===== config.mk =====
export PLATFORM = sky130hd
export DESIGN_NAME = url_host_port_extractor_unit_flat
export DESIGN_NICKNAME = d
export VERILOG_FILES = /design/src/hdl/uhpe_pkg.sv /design/src/hdl/uhpe_if.sv /design/src/hdl/uhpe_step.sv /design/src/hdl/url_host_port_extractor_unit.sv /design/src/flat_wrapper.sv
export SDC_FILE = /design/constraint.sdc
export NUM_CORES = 1
export LEC_CHECK = 0
export BUFFER_PORTS_ARGS = -buffer_cell sky130_fd_sc_hd__buf_2
export CAP_MARGIN = 20
export CORE_AREA = 2 2 129 131
export CTS_CLUSTER_SIZE = 16
export DETAILED_ROUTE_END_ITERATION = 12
export DIE_AREA = 0 0 131 133
export HOLD_SLACK_MARGIN = 0.15
export PLACE_DENSITY_LB_ADDON = 0.05
export SLEW_MARGIN = 20
export SYNTH_ARGS = -nofsm -noshare
export SYNTH_HDL_FRONTEND = slang
export SYNTH_SLANG_ARGS = --single-unit

===== constraint.sdc =====
create_clock -name i_clk -period 5 [get_ports i_clk]
set_input_delay 0.25 -clock i_clk [delete_from_list [all_inputs] [get_ports i_clk]]
set_output_delay 0.25 -clock i_clk [all_outputs]
set_load 0.05 [all_outputs]

===== src/hdl/uhpe_pkg.sv =====
// Package for the URL host and port extractor.
// Holds character codes, status codes, phase and word types, and helper functions.
// Has no dependencies.
package uhpe_pkg;

    localparam logic [7:0] CH_PERCENT = 8'h25;
    localparam logic [7:0] CH_COLON   = 8'h3A;
    localparam logic [7:0] CH_SLASH   = 8'h2F;
    localparam logic [7:0] CH_NUL     = 8'h00;
    localparam logic [7:0] CASE_DELTA = 8'h20;

    localparam logic [15:0] PORT_MAX = 16'hFFFF;

    localparam logic [1:0] ST_OK        = 2'd0;
    localparam logic [1:0] ST_NO_SCHEME = 2'd1;
    localparam logic [1:0] ST_NO_SLASH  = 2'd2;
    localparam logic [1:0] ST_BAD_ENC   = 2'd3;

    localparam logic KIND_HOST    = 1'b0;
    localparam logic KIND_SUMMARY = 1'b1;

    localparam logic [1:0] ESC_NONE  = 2'd0;
    localparam logic [1:0] ESC_PCT   = 2'd1;
    localparam logic [1:0] ESC_DIGIT = 2'd2;

    localparam int unsigned QUEUE_DEPTH = 2;

    typedef enum logic [2:0] {
        PH_SCHEME = 3'd0,
        PH_SLASH1 = 3'd1,
        PH_SLASH2 = 3'd2,
        PH_HOST   = 3'd3,
        PH_PORT   = 3'd4,
        PH_TAIL   = 3'd5,
        PH_DONE   = 3'd6
    } t_phase;

    typedef struct packed {
        t_phase      phase;
        logic        seen_any_char;
        logic [1:0]  escape_count;
        logic [3:0]  high_nibble;
        logic [15:0] port_accum;
        logic        port_digits_ended;
        logic [1:0]  error_code;
    } t_state;

    typedef struct packed {
        logic        kind;
        logic [7:0]  host_char;
        logic [15:0] port_number;
        logic [1:0]  status;
        logic        run_end;
    } t_word;

    localparam t_state STATE_RESET = '{
        phase: PH_SCHEME, seen_any_char: 1'b0, escape_count: ESC_NONE,
        high_nibble: 4'd0, port_accum: 16'd0, port_digits_ended: 1'b0,
        error_code: ST_OK
    };

    function automatic logic [1:0] keep_error(logic [1:0] cur, logic [1:0] code);
        return (cur == ST_OK) ? code : cur;
    endfunction

    function automatic t_state finish_string(t_state s);
        t_state r;
        r = s;
        if (s.phase == PH_SCHEME) begin
            r.error_code = keep_error(s.error_code, ST_NO_SCHEME);
        end else if (s.phase == PH_SLASH1 || s.phase == PH_SLASH2) begin
            r.error_code = keep_error(s.error_code, ST_NO_SLASH);
        end else if (s.phase == PH_HOST && s.escape_count != ESC_NONE) begin
            r.error_code = keep_error(s.error_code, ST_BAD_ENC);
        end
        r.escape_count = ESC_NONE;
        r.phase = PH_DONE;
        return r;
    endfunction

endpackage


===== src/hdl/uhpe_if.sv =====
// Valid/ready channel interfaces for URL bytes and result words.
// Payload widths match those of uhpe_pkg, but it has no dependencies.
interface uhpe_in_if;
    logic       valid;
    logic       ready;
    logic [7:0] url_byte;
    logic       end_of_url;

    modport source (output valid, output url_byte, output end_of_url, input ready);
    modport sink (input valid, input url_byte, input end_of_url, output ready);
endinterface

interface uhpe_out_if;
    logic        valid;
    logic        ready;
    logic        kind;
    logic [7:0]  host_char;
    logic [15:0] port_number;
    logic [1:0]  status;
    logic        run_end;

    modport source (output valid, output kind, output host_char, output port_number,
                    output status, output run_end, input ready);
    modport sink (input valid, input kind, input host_char, input port_number,
                  input status, input run_end, output ready);
endinterface


===== src/hdl/uhpe_step.sv =====
// Per-byte parser step: next state and up to two result words for one URL byte.
// Depends on uhpe_pkg.
module uhpe_step (
    input  uhpe_pkg::t_state i_state,
    input  logic [7:0]       i_url_byte,
    input  logic             i_end_of_url,
    output uhpe_pkg::t_state o_next,
    output logic [1:0]       o_count,
    output uhpe_pkg::t_word  o_word0,
    output uhpe_pkg::t_word  o_word1
);

    uhpe_pkg::t_state s;
    uhpe_pkg::t_state fin;
    uhpe_pkg::t_word  host_w;
    uhpe_pkg::t_word  sum_w;
    logic             emit;
    logic [7:0]       c;
    logic [7:0]       d;
    logic             hex_ok;
    logic [3:0]       hex_v;
    logic [19:0]      p;

    always_comb begin
        s = i_state;
        emit = 1'b0;
        d = 8'd0;

        c = (i_url_byte inside {[8'h41:8'h5A]}) ? i_url_byte + uhpe_pkg::CASE_DELTA
                                                 : i_url_byte;
        hex_ok = 1'b1;
        if (c inside {[8'h30:8'h39]}) begin
            hex_v = c[3:0];
        end else if (c inside {[8'h61:8'h66]}) begin
            hex_v = c[3:0] + 4'd9;
        end else begin
            hex_v = 4'd0;
            hex_ok = 1'b0;
        end

        p = ({4'd0, i_state.port_accum} << 3) + ({4'd0, i_state.port_accum} << 1)
            + {16'd0, i_url_byte[3:0]};

        if (i_url_byte == uhpe_pkg::CH_NUL && i_state.phase != uhpe_pkg::PH_DONE) begin
            s = uhpe_pkg::finish_string(i_state);
        end else begin
            case (i_state.phase)
                uhpe_pkg::PH_SCHEME: begin
                    if (i_url_byte == uhpe_pkg::CH_COLON) begin
                        if (!i_state.seen_any_char) begin
                            s.error_code = uhpe_pkg::keep_error(i_state.error_code,
                                                                uhpe_pkg::ST_NO_SCHEME);
                            s.phase = uhpe_pkg::PH_DONE;
                        end else begin
                            s.phase = uhpe_pkg::PH_SLASH1;
                        end
                    end else begin
                        s.seen_any_char = 1'b1;
                    end
                end
                uhpe_pkg::PH_SLASH1, uhpe_pkg::PH_SLASH2: begin
                    if (i_url_byte == uhpe_pkg::CH_SLASH) begin
                        s.phase = (i_state.phase == uhpe_pkg::PH_SLASH1) ?
                                  uhpe_pkg::PH_SLASH2 : uhpe_pkg::PH_HOST;
                    end else begin
                        s.error_code = uhpe_pkg::keep_error(i_state.error_code,
                                                            uhpe_pkg::ST_NO_SLASH);
                        s.phase = uhpe_pkg::PH_DONE;
                    end
                end
                uhpe_pkg::PH_HOST: begin
                    if (i_url_byte == uhpe_pkg::CH_SLASH
                            || i_url_byte == uhpe_pkg::CH_COLON) begin
                        if (i_state.escape_count != uhpe_pkg::ESC_NONE) begin
                            s.error_code = uhpe_pkg::keep_error(i_state.error_code,
                                                                uhpe_pkg::ST_BAD_ENC);
                        end
                        s.escape_count = uhpe_pkg::ESC_NONE;
                        s.phase = (i_url_byte == uhpe_pkg::CH_SLASH) ?
                                  uhpe_pkg::PH_TAIL : uhpe_pkg::PH_PORT;
                    end else if (i_state.escape_count == uhpe_pkg::ESC_NONE) begin
                        if (c == uhpe_pkg::CH_PERCENT) begin
                            s.escape_count = uhpe_pkg::ESC_PCT;
                        end else if (i_state.error_code == uhpe_pkg::ST_OK) begin
                            emit = 1'b1;
                            d = c;
                        end
                    end else if (!hex_ok) begin
                        s.error_code = uhpe_pkg::keep_error(i_state.error_code,
                                                            uhpe_pkg::ST_BAD_ENC);
                        s.escape_count = uhpe_pkg::ESC_NONE;
                    end else if (i_state.escape_count == uhpe_pkg::ESC_PCT) begin
                        s.high_nibble = hex_v;
                        s.escape_count = uhpe_pkg::ESC_DIGIT;
                    end else begin
                        s.escape_count = uhpe_pkg::ESC_NONE;
                        if ({i_state.high_nibble, hex_v} == uhpe_pkg::CH_NUL) begin
                            s.error_code = uhpe_pkg::keep_error(i_state.error_code,
                                                                uhpe_pkg::ST_BAD_ENC);
                        end else if (i_state.error_code == uhpe_pkg::ST_OK) begin
                            emit = 1'b1;
                            d = {i_state.high_nibble, hex_v};
                        end
                    end
                end
                uhpe_pkg::PH_PORT: begin
                    if (i_url_byte == uhpe_pkg::CH_SLASH) begin
                        s.phase = uhpe_pkg::PH_TAIL;
                    end else if ((i_url_byte inside {[8'h30:8'h39]})
                                 && !i_state.port_digits_ended) begin
                        s.port_accum = (p > {4'd0, uhpe_pkg::PORT_MAX}) ?
                                       uhpe_pkg::PORT_MAX : p[15:0];
                    end else begin
                        s.port_digits_ended = 1'b1;
                    end
                end
                default: begin
                end
            endcase
        end

        fin = uhpe_pkg::finish_string(s);

        host_w.kind = uhpe_pkg::KIND_HOST;
        host_w.host_char = d;
        host_w.port_number = 16'd0;
        host_w.status = uhpe_pkg::ST_OK;
        host_w.run_end = !i_end_of_url;

        sum_w.kind = uhpe_pkg::KIND_SUMMARY;
        sum_w.host_char = 8'd0;
        sum_w.port_number = s.port_accum;
        sum_w.status = fin.error_code;
        sum_w.run_end = 1'b1;

        if (i_end_of_url) begin
            o_next = uhpe_pkg::STATE_RESET;
        end else begin
            o_next = s;
        end

        o_count = {1'b0, emit} + {1'b0, i_end_of_url};
        o_word0 = emit ? host_w : sum_w;
        o_word1 = sum_w;
    end

endmodule


===== src/hdl/url_host_port_extractor_unit.sv =====
// Top level of the URL host and port extractor: parser state and a two-word result queue.
// Depends on uhpe_pkg, uhpe_if and uhpe_step.
//
//  Channel  | Dir | Fields                                         | Word
//  i_url    | in  | url_byte, end_of_url                           | one URL character
//  o_res    | out | kind, host_char, port_number, status, run_end  | host byte or summary
//
// Each byte is parsed in the cycle it is accepted; its words appear in the cycle after.
// A byte is taken every cycle while one word or less is waiting and the sink keeps up.
// A byte that causes two words holds the next byte back until the sink has taken one.
// Reset is synchronous and active low; it clears the parser state and empties the queue.
module url_host_port_extractor_unit (
    input logic          i_clk,
    input logic          i_rst_n,
    uhpe_in_if.sink      i_url,
    uhpe_out_if.source   o_res
);

    uhpe_pkg::t_state r_state;
    uhpe_pkg::t_state n_state;
    uhpe_pkg::t_word  r_q [uhpe_pkg::QUEUE_DEPTH];
    uhpe_pkg::t_word  n_q [uhpe_pkg::QUEUE_DEPTH];
    logic [1:0]       r_cnt;
    logic [1:0]       n_cnt;

    uhpe_pkg::t_state step_next;
    logic [1:0]       step_count;
    uhpe_pkg::t_word  step_w0;
    uhpe_pkg::t_word  step_w1;
    logic             pop;
    logic             push;

    uhpe_step u_step (
        .i_state      (r_state),
        .i_url_byte   (i_url.url_byte),
        .i_end_of_url (i_url.end_of_url),
        .o_next       (step_next),
        .o_count      (step_count),
        .o_word0      (step_w0),
        .o_word1      (step_w1)
    );

    assign i_url.ready = (r_cnt == 2'd0) || (r_cnt == 2'd1 && o_res.ready);
    assign push = i_url.valid && i_url.ready;
    assign pop = o_res.valid && o_res.ready;

    assign o_res.valid       = (r_cnt != 2'd0);
    assign o_res.kind        = r_q[0].kind;
    assign o_res.host_char   = r_q[0].host_char;
    assign o_res.port_number = r_q[0].port_number;
    assign o_res.status      = r_q[0].status;
    assign o_res.run_end     = r_q[0].run_end;

    always_comb begin
        n_state = push ? step_next : r_state;
        n_q[0] = pop ? r_q[1] : r_q[0];
        n_q[1] = r_q[1];
        n_cnt = r_cnt - {1'b0, pop};
        if (push && step_count != 2'd0) begin
            n_q[0] = step_w0;
            n_q[1] = step_w1;
            n_cnt = step_count;
        end
    end

    always_ff @(posedge i_clk) begin
        if (!i_rst_n) begin
            r_state <= uhpe_pkg::STATE_RESET;
            r_cnt <= 2'd0;
        end else begin
            r_state <= n_state;
            r_cnt <= n_cnt;
        end
    end

    always_ff @(posedge i_clk) begin
        r_q[0] <= n_q[0];
        r_q[1] <= n_q[1];
    end

endmodule


===== src/flat_wrapper.sv =====
// flat-port wrapper written by rule: the top's interface ports become plain ports
module url_host_port_extractor_unit_flat 
  (i_clk, i_rst_n, i_url_valid, i_url_url_byte, i_url_end_of_url, i_url_ready, o_res_valid, o_res_kind, o_res_host_char, o_res_port_number, o_res_status, o_res_run_end, o_res_ready);
  uhpe_in_if i_url_i ();
  uhpe_out_if o_res_i ();
  input logic i_clk;
  input logic i_rst_n;
  input wire logic [$bits(i_url_i.valid)-1:0] i_url_valid;
  input wire logic [$bits(i_url_i.url_byte)-1:0] i_url_url_byte;
  input wire logic [$bits(i_url_i.end_of_url)-1:0] i_url_end_of_url;
  output wire logic [$bits(i_url_i.ready)-1:0] i_url_ready;
  output wire logic [$bits(o_res_i.valid)-1:0] o_res_valid;
  output wire logic [$bits(o_res_i.kind)-1:0] o_res_kind;
  output wire logic [$bits(o_res_i.host_char)-1:0] o_res_host_char;
  output wire logic [$bits(o_res_i.port_number)-1:0] o_res_port_number;
  output wire logic [$bits(o_res_i.status)-1:0] o_res_status;
  output wire logic [$bits(o_res_i.run_end)-1:0] o_res_run_end;
  input wire logic [$bits(o_res_i.ready)-1:0] o_res_ready;
  assign i_url_i.valid = i_url_valid;
  assign i_url_i.url_byte = i_url_url_byte;
  assign i_url_i.end_of_url = i_url_end_of_url;
  assign i_url_ready = i_url_i.ready;
  assign o_res_valid = o_res_i.valid;
  assign o_res_kind = o_res_i.kind;
  assign o_res_host_char = o_res_i.host_char;
  assign o_res_port_number = o_res_i.port_number;
  assign o_res_status = o_res_i.status;
  assign o_res_run_end = o_res_i.run_end;
  assign o_res_i.ready = o_res_ready;
  url_host_port_extractor_unit u_core (.i_clk(i_clk), .i_rst_n(i_rst_n), .i_url(i_url_i), .o_res(o_res_i));
endmodule

==> qor.yml, run 1 <==
status: "completed"
ys_seq_area_share_pct: 37.44
fin_crit_ns: 3.897
finalWorstSetupSlack_ns: 1.103
area_growth_pct: 9.642
die-area_mm2: 0.01742
synth-edff-count: 46
finalInstanceArea_mm2: 0.005862
startpoint_type: "register"
syn_inst: 578
gp_congestion: 0.8173
arrival_ns: 3.98
pwr-share-comb_pct: 18.8
synth.avg_cell_area_um2: 9.250
clockBufferDepth: 2
viasPerCell: 5.136
p_int_uw: 1255
postCtsSetupBuffers: 0
hpwlAfterDp_um: 9810
power_frac_seq_pct: 41.4
synth.distinct_cells: 75
fmax_ghz: 0.2566
p_leak_uw: 0.002387
rsz0062_at_grt: "false"
ant_nets: 0
root_buffer: "clkbuf_16"
power.switching_uw: 543.8
hold_path_class: "input pin to register"
finalCritPeriodShare_pct: 77.93
clock_power_share_pct: 39.9
vias: 4150
seq_area_mm2: 0.002002
yosysWarnings: 0
die_y_um: 133
numCtsBuffers: 9
drive_gt1_share_pct: 15.82
slew_viol_final: 0
cp_max_fo: 21
hold_viol: 0
synth_ff_type: "edfxtp_1"
placedInstanceArea_mm2: 0.005532
clk_latency_ns: 0.33
core_area_mm2: 0.01617
htreeDepth: 3
powerDensity_mw_per_mm2: 306.8
worstPathRequired_ns: 5.09
grt_pass1_vias: 3941
port_buffers: 42
cts_hold_buf: 0
holdWs_ns: 0.2610
synthesis.area_mm2: 0.005346
path_class: "register to register"
slew_headroom_pct: 49.23
clock-sinks: 77
grt_use_total_pct: 15.84
synthArstFlopShare_pct: 0
drc_errors: 0
final_core_util_pct: 36.25
grt-ovfl-total: 0
die_x_um: 131
cp-end-kind: "register"
worst_slew_pin_slew_ns: 0.7615
cts_tree: "built"
finish.net_count: 638
drt-total-wl_um: 13040
post-place-ws_ns: 0.9298
multi_input_area_mm2: 0.002924
ys_ff_latch: 77
cap_violations: 0
grt_start_max_net_pins: 30
antenna_found_initial: 0
row_count: 47
diodes: 0
finClkSkew_ns: 0.008826
initial_core_util_pct: 33.06
tns_ns: 0
wl_per_cell_um: 16.14
peakVddDrop_mv: 0.1256
switching_share_pct: 30.24
drtPass1Iterations: 4
clk_pin_slew_ns: 0.06
drtIter0Drc: 296
setup_viol: 0
grt_pass1_wl_um: 21510
fill_cells: 1637
io_pins: 43
syn_nets: 633
cts_resized: 0
-- sequential cells by signal, indices dropped and copies added (netlist names) --
register and flops:
u_core.r_state 29, u_core.r_q 46, u_core.r_cnt 2
-- final timing paths --
path	cells after the start	slack, ns	start	endpoint
setup / recovery	12	1.10	u_core.r_state[3]	u_core.r_q[0][15]
hold / removal	2	0.26	i_url_end_of_url	u_core.r_q[0][0]
setup reg to reg	12	1.10	u_core.r_state[3]	u_core.r_q[0][15]
hold reg to reg	2	0.47	u_core.r_state[22]	u_core.r_state[22]
-- routing by layer --
metal / vias up / share of wire, % / GRT usage, %
li1: 2103 / - / -
met4: 0 / 0.46 / 3.901
met1: 1966 / 56 / 26.09
met2: 79 / 40 / 20.93
met3: 2 / 3.4 / 2.588
met5: - / 0 / 0
-- cell usage in the layout, fill, tap and decap left out, drive strengths merged, types with 5 or more instances in the layout --
master,instances
nand3,5
and3,8
and2,10
a22o,17
nor2,72
edfxtp,46
o21ai,29
a21oi,25
or2,7
nor2b,11
nand2,47
or3,5
o21a,8
buf,48
a31oi,6
a21boi,6
nor3,22
dfxtp,31
inv,23
ha,40
clkbuf,9
o22ai,6
a21o,9
xnor2,11
a22oi,7
nand2b,6
a211oi,7
-- worst max-delay path, cell delays in order, from the launching register on --
cell and delay, ns:
dfxtp_1 0.35, fa_1 0.56, inv_1 0.07, fa_1 0.45
nor2b_1 0.15, o31a_1 0.18, o22a_1 0.27, a31oi_1 0.16
o31a_1 0.31, a211o_2 0.46, or2_2 0.36, o21a_1 0.12
a22o_1 0.19
-- cells by family after synthesis --
kind of cell | Yosys count | share of synthesized area [%]
compound gates | 159 | 22.26
xor+xnor | 13 | 2.130
fa+ha+maj | 42 | 10.11
buf+inv | 74 | 7.863
flops | 77 | 37.44
mux | 2 | 0.4914
simple gates | 211 | 19.71
-- Yosys cell counts (5+ instances only) --
master	number	area share (%)
nor2_1	72	5.1
edfxtp_1	46	26
nand2_1	46	3.2
ha_1	40	9.4
dfxtp_1	31	12
buf_4	28	3.9
a21oi_1	24	2.2
o21ai_0	23	2.2
inv_1	20	1.4
nor3_1	20	1.9
a22o_1	17	2.8
clkbuf_1	15	1.1
nor2b_1	11	1.3
xnor2_1	11	1.8
a21o_1	9	1.3
and2_1	9	1.1
and3_1	8	0.94
a211oi_1	7	0.98
a22oi_1	7	0.98
or2_2	7	0.82
buf_2	6	0.56
nand2b_1	6	0.70
o21a_1	6	0.84
o22ai_1	6	0.70
a31oi_1	5	0.59
or3_1	5	0.59
-- metrics by stage --
stage          power [uW]  std cells
2_1_floorplan        1060        578
3_3_place_gp         1100        792
3_5_place_dp         1100        792
4_1_cts              1830        808
5_1_grt              1891        808
6_report             1798        808
-- final cells by class --
type / count / area share (%)
multi-input cells: 427 / 49.88
well taps: 220 / 4.696
clock buffers: 9 / 3.842
inverters: 20 / 1.281
clock inverters: 7 / 1.793
flip-flops and latches: 77 / 34.15
repair buffers: 48 / 4.354
-- power by group through the flow --
stage | Sequential [uW] | Clock [uW] | Combinational [uW]
final | 744 | 717 | 338
after floorplan | 755 | 0 | 305
after detailed placement | 758 | 0 | 341
after CTS | 745 | 744 | 342
after global placement | 758 | 0 | 341
after global routing | 750 | 773 | 367
(Power assumes the default switching activity.)
==> run 2, diff against run 1 <==
Clock period 5 ns to 3.3 ns, I/O delays scaled along.
==> run 2 against run 1 <==
  * Largest power group unchanged
  * Non-clock buffer count rose by 63
  * Critical path depth stayed put
  * First-iteration DRC count grew 3.7%
  * Worst setup slack got worse by 1.2 ns
  * Clock power up 46%
  * Cell count rose by 7.8%
  * Die area unchanged
  * Global-route usage increased by 1.3 points
  * The flow now finishes with violations (setup timing)
  * Utilization increased by 5.5 points
  * Via count up 6.4%
  * Final area up 15%
  * Combinational power rose by 69%
==> qor.yml, run 2 (same netlist as run 1, synthesis figures left out) <==
row_count: 47  # unchanged
final_common_cell: "buf_4"
rsz0062_at_grt: "true"
initial_core_util_pct: 33.06  # unchanged
powerDensity_mw_per_mm2: 407.4  # +33%
core_area_mm2: 0.01617  # unchanged
final_core_util_pct: 41.78  # +5.5 points
grt-ovfl-total: 0  # unchanged
clock-sinks: 77  # unchanged
violations: "setup timing"
wl_per_cell_um: 16.85  # +4.4%
fmax_ghz: 0.2928  # +14%
slew_headroom_pct: 37.96  # -11 points
area_growth_pct: 26.37
worstPathRequired_ns: 3.40  # -1.69 ns
setup_viol: 16  # +16
holdPathStages: 2  # unchanged
cp-end-kind: "register"
worst_slew_pin_slew_ns: 0.9306  # +0.1690 ns
crit_slowest_cell: "fa_2"
drtPass1Iterations: 5  # +1
antenna_found_initial: 0  # unchanged
die_x_um: 131  # unchanged
path_class: "register to register"
drtIter0Drc: 307  # +3.7%
largest_register: "u_core.r_q"
r2r_cells: 12  # unchanged
status: "finished, violations left"
grt_start_max_net_pins: 24  # -20%
hpwlAfterDp_um: 10940  # +12%
io_pins: 43  # unchanged
gp_congestion: 0.8546  # +4.6%
finalCritPeriodShare_pct: 103.5  # +26 points
ant_nets: 0  # unchanged
drc_errors: 0  # unchanged
htreeDepth: 3  # unchanged
clk_latency_ns: 0.35  # +0.02 ns
cts_tree: "built"
hold_start: "i_url_end_of_url"
arrival_ns: 3.51  # -0.47 ns
critPathMaxStageDelay_ns: 0.58  # +0.02 ns
cp_cell_sequence: "fa_2, inv_2, fa_2, nor2b_4, o31a_1, o22a_4, a31oi_4, o31a_1, a211o_4, or2_4, o21a_1, a22o_1"
viasPerCell: 5.071  # -1.3%
top_regs: "u_core.r_q: 46 flops, u_core.r_state: 29 flops, u_core.r_cnt: 2 flops"
cap_violations: 0  # unchanged
root_buffer: "clkbuf_16"
grt_pass1_wl_um: 23150  # +7.6%
hold_viol: 0  # unchanged
die-area_mm2: 0.01742  # unchanged
diodes: 0  # unchanged
finalPower_uw: 2752  # +53%
min_to: "u_core.r_q[0][0]"
p_leak_uw: 0.002751  # +15%
r2r-start: "u_core.r_state[5]"
clk_pin_slew_ns: 0.06  # about the same
grt_pass1_vias: 4167  # +5.7%
finalWorstSetupSlack_ns: -0.1151  # -1.219 ns
drt-total-wl_um: 14680  # +13%
rrSetupSlack_ns: -0.12  # -1.22 ns
cp_max_fo: 6  # -71%
vias: 4417  # +6.4%
hold_path_class: "input pin to register"
final_cell_mix: "buf_4 (61), nor2_1 (49), edfxtp_1 (46)"
finish.net_count: 701  # +9.9%
post-place-ws_ns: -0.2094  # -1.139 ns
die_y_um: 133  # unchanged
slew_viol_final: 0  # unchanged
fin_crit_ns: 3.415  # -0.4814 ns
grt_use_total_pct: 17.14  # +1.3 points
clockBufferDepth: 2  # unchanged
drive_gt1_share_pct: 32.57  # +17 points
port_buffers: 42  # unchanged
reg2reg_to: "u_core.r_q[0][15]"
numCtsBuffers: 9  # unchanged
startpoint_type: "register"
peakVddDrop_mv: 0.2232  # +78%
largest_register_ffs: 46  # unchanged
critPathLaunch: "u_core.r_state[5]"
finClkSkew_ns: 0.01050  # +0.001677 ns
run 2: repair_timing:
| item | 4_1_cts | 5_1_grt |
|---|---|---|
| setup buffers | 3 | 10 |
| pin swaps | 7 | 47 |
| gates resized for setup | 22 | 57 |
| endpoints found under the setup margin | 33 | 20 |
| gates cloned | 0 | 1 |
| hold buffers | 0 | 0 |
run 2: through the flow:
stage                     cells  hold slack [ns]  TNS, ns  area [um^2]
final                       871           0.1939  -0.5966         6756
after global routing        871           0.2071   -3.084         6756
after CTS                   860           0.1720        0         6396
after detailed placement    841           0.4752   -2.733         5978
after global placement      841           0.4637   -1.977         5978
after floorplan             578           0.3024  -0.5927         5414
run 2: worst max path at each step:
stage,end
final,u_core.r_q[0][15]
after global routing,u_core.r_q[0][15]
after CTS,u_core.r_q[0][16]
after detailed placement,u_core.r_q[0][10]
after global placement,u_core.r_q[0][15]
after floorplan,u_core.r_q[0][10]
run 2: final cells by class:
class,count,area [um^2]
Sequential cell,77,2008
Multi-Input combinational cell,427,3279
Tap cell,220,275.3
Timing Repair Buffer,111,798.3
Clock inverter,7,91.34
Inverter,20,78.83
Clock buffer,9,225.2
Fill cell,1617,9415
run 2: worst max-delay path, delay by kind of cell (launching register included):
kind	cells	cell delay, ns
fa+ha+maj	2	0.94
compound gates	7	1.42
buf+inv	1	0.05
flops	1	0.35
simple gates	2	0.40
run 2: metal layers:
layer	vias to the layer above	global-route usage (%)	share of wire, %
li1	2230	-	-
met2	72	21.79	40
met5	-	0	0
met3	7	2.709	3.2
met4	0	4.610	0.69
met1	2108	28.90	56
run 2: power by group:
part	internal (uW)	total [uW]	switching, uW
Clock	604	1050	450
Sequential	1110	1130	21.0
Combinational	159	572	414
==> run 3, diff against run 2 <==
Settings changed: CORE_AREA 2 2 129 131 to 2 2 107 109, DIE_AREA 0 0 131 133 to 0 0 109 111.
==> run 3 against run 2 <==
  * The run still ends with setup timing left
  * Cell count down 11%
  * Register-to-register slack worse by 0.02 ns
  * Combinational power down 1%
  * Wire length down 9.6%
  * Non-clock buffer count down 15
  * Count of clock-buffer cells in the layout unchanged
  * Via count about the same
==> qor.yml, run 3 (same netlist as run 1, synthesis figures left out) <==
core_area_mm2: 0.01108  # -32%
finalCritPeriodShare_pct: 104.1  # +0.58 points
final_cell_mix: "nor2_1 (54), nand2_1 (46), buf_4 (46), edfxtp_1 (46), buf_2 (42)"
hold_path_class: "input pin to register"
grt_start_max_net_pins: 30  # +25%
cp_max_fo: 8  # +2
path_buf_inv: 3  # +2
grt_pass1_wl_um: 21560  # -6.9%
finClkSkew_ns: 0.007357  # -0.003146 ns
final_common_cell: "nor2_1"
antenna_found_initial: 0  # unchanged
cp_cell_sequence: "fa_2, inv_2, fa_2, nor2b_2, o31a_1, o22a_1, buf_6, a211oi_4, o2111ai_2, a211o_4, clkbuf_16, o22a_1, a22o_1"
viasPerCell: 5.671  # +12%
cts_tree: "built"
clk_latency_ns: 0.34  # about the same
worstPathRequired_ns: 3.40  # about the same
port_buffers: 42  # unchanged
die_y_um: 111  # -17%
gp_congestion: 0.8908  # +4.2%
violations: "setup timing"
drc_errors: 0  # unchanged
tns_ns: -1.614  # -1.018 ns
grt-ovfl-total: 0  # unchanged
peakVddDrop_mv: 0.4269  # +91%
grt_pass1_vias: 4159  # -0.19%
drive_gt1_share_pct: 29.09  # -3.5 points
numCtsBuffers: 9  # unchanged
finish.net_count: 686  # -2.1%
worst_slew_pin_slew_ns: 0.8910  # -0.03958 ns
arrival_ns: 3.53  # +0.02 ns
startpoint_type: "register"
p_leak_uw: 0.002677  # -2.7%
cts_hold_buf: 0  # unchanged
final_cells: 779  # -11%
hpwlAfterDp_um: 9977  # -8.8%
diodes: 0  # unchanged
die-area_mm2: 0.01210  # -31%
ant_nets: 0  # unchanged
critPathMaxStageDelay_ns: 0.47  # -0.11 ns
clockBufferDepth: 2  # unchanged
wl_per_cell_um: 17.03  # +1.1%
path_class: "register to register"
dpl.cell_count: 757  # -10%
slew_viol_final: 0  # unchanged
vias: 4418  # +0.023%
powerDensity_mw_per_mm2: 423.4  # +3.9%
drtPass1Iterations: 4  # -1
top_regs: "u_core.r_q: 46 flops, u_core.r_state: 29 flops, u_core.r_cnt: 2 flops"
hold_viol: 0  # unchanged
grt_use_total_pct: 22.94  # +5.8 points
root_buffer: "clkbuf_16"
die_x_um: 109  # -17%
finalInstanceArea_mm2: 0.006431  # -4.8%
clock-sinks: 77  # unchanged
htreeDepth: 3  # unchanged
area_growth_pct: 20.29
largest_register: "u_core.r_q"
slew_headroom_pct: 40.60  # +2.6 points
cp-end-kind: "register"
fin_crit_ns: 3.434  # +0.01919 ns
row_count: 39  # -17%
clk_pin_slew_ns: 0.07  # about the same
io_pins: 43  # unchanged
initial_core_util_pct: 48.27  # +15 points
drt-total-wl_um: 13270  # -9.6%
final_core_util_pct: 58.06  # +16 points
drtIter0Drc: 237  # -23%
cap_violations: 0  # unchanged
placedInstanceArea_mm2: 0.005829  # -2.5%
status: "finished, violations left"
fmax_ghz: 0.2912  # -0.56%
largest_register_ffs: 46  # unchanged
rrSetupSlack_ns: -0.13  # -0.02 ns
holdWs_ns: 0.1793  # -0.01458 ns
crit_slowest_cell: "fa_2"
rsz0062_at_grt: "true"
setup_viol: 19  # +3
finalWorstSetupSlack_ns: -0.1343  # -0.01919 ns
cp_top_family: "compound AO/OA/AOI/OAI gates"
[run 3: changes by cell type in the layout (fill, tap and decap cells not counted), sizes merged]
cell,before,now
buf,110,95
clkinv,2,1
clkinvlp,2,3
[run 3: area by class of cell]
type                    instances  area, um^2
inverters                      20       78.83
repair buffers                 96       689.4
multi-input cells             427        3169
flip-flops and latches         77        2007
fillers                       995        4646
clock inverters                 7       82.58
clock buffers                   9       225.2
well taps                     143       178.9
[run 3: power by group]
part | total [uW] | switching, uW | internal [uW] | leakage (uW)
combinational | 565 | 406 | 159 | 0.00185
sequential | 1130 | 19.2 | 1110 | 0.000685
clock | 1030 | 435 | 598 | 0.000145
[run 3: repair_timing]
action | CTS | global route
cloned | 0 | 1
endpoints found under the setup margin | 20 | 36
resized for setup | 25 | 35
hold endpoints to repair | 0 | 0
buffers inserted | 1 | 4
pin swaps | 8 | 20
[run 3: path summary, 6_finish.rpt]
path / from / to / cells after the start
setup / recovery: u_core.r_state[3] / u_core.r_q[0][6] / 13
hold / removal: i_url_end_of_url / u_core.r_q[0][0] / 2
setup reg to reg: u_core.r_state[3] / u_core.r_q[0][6] / 13
hold reg to reg: u_core.r_state[22] / u_core.r_state[22] / 2
[run 3: per-stage QoR]
stage / worst slack [ns] / power [uW]
CTS: -0.02090 / 2741
global placement: -0.08039 / 1705
floorplan: -0.05927 / 1616
detailed placement: -0.1850 / 1709
finish: -0.1343 / 2723
global route: -0.2340 / 2826
[run 3: worst reg2reg max path, cell delays in order (launching register included)]
cell	delay, ns
dfxtp_2	0.36
fa_2	0.47
inv_2	0.07
fa_2	0.20
nor2b_2	0.05
o31a_1	0.29
o22a_1	0.21
buf_6	0.14
a211oi_4	0.27
o2111ai_2	0.14
a211o_4	0.40
clkbuf_16	0.19
o22a_1	0.20
a22o_1	0.21
[run 3: per-layer routing]
metal | routed length (um) | global-route usage [%] | part of all wire (%) | vias to the layer above
met4 | 159 | 7.179 | 1.2 | 0
met2 | 5343 | 30.72 | 40 | 112
met5 | 0 | 0 | 0 | -
li1 | - | - | - | 2204
met3 | 714 | 3.410 | 5.4 | 11
met1 | 7052 | 37.14 | 53 | 2091
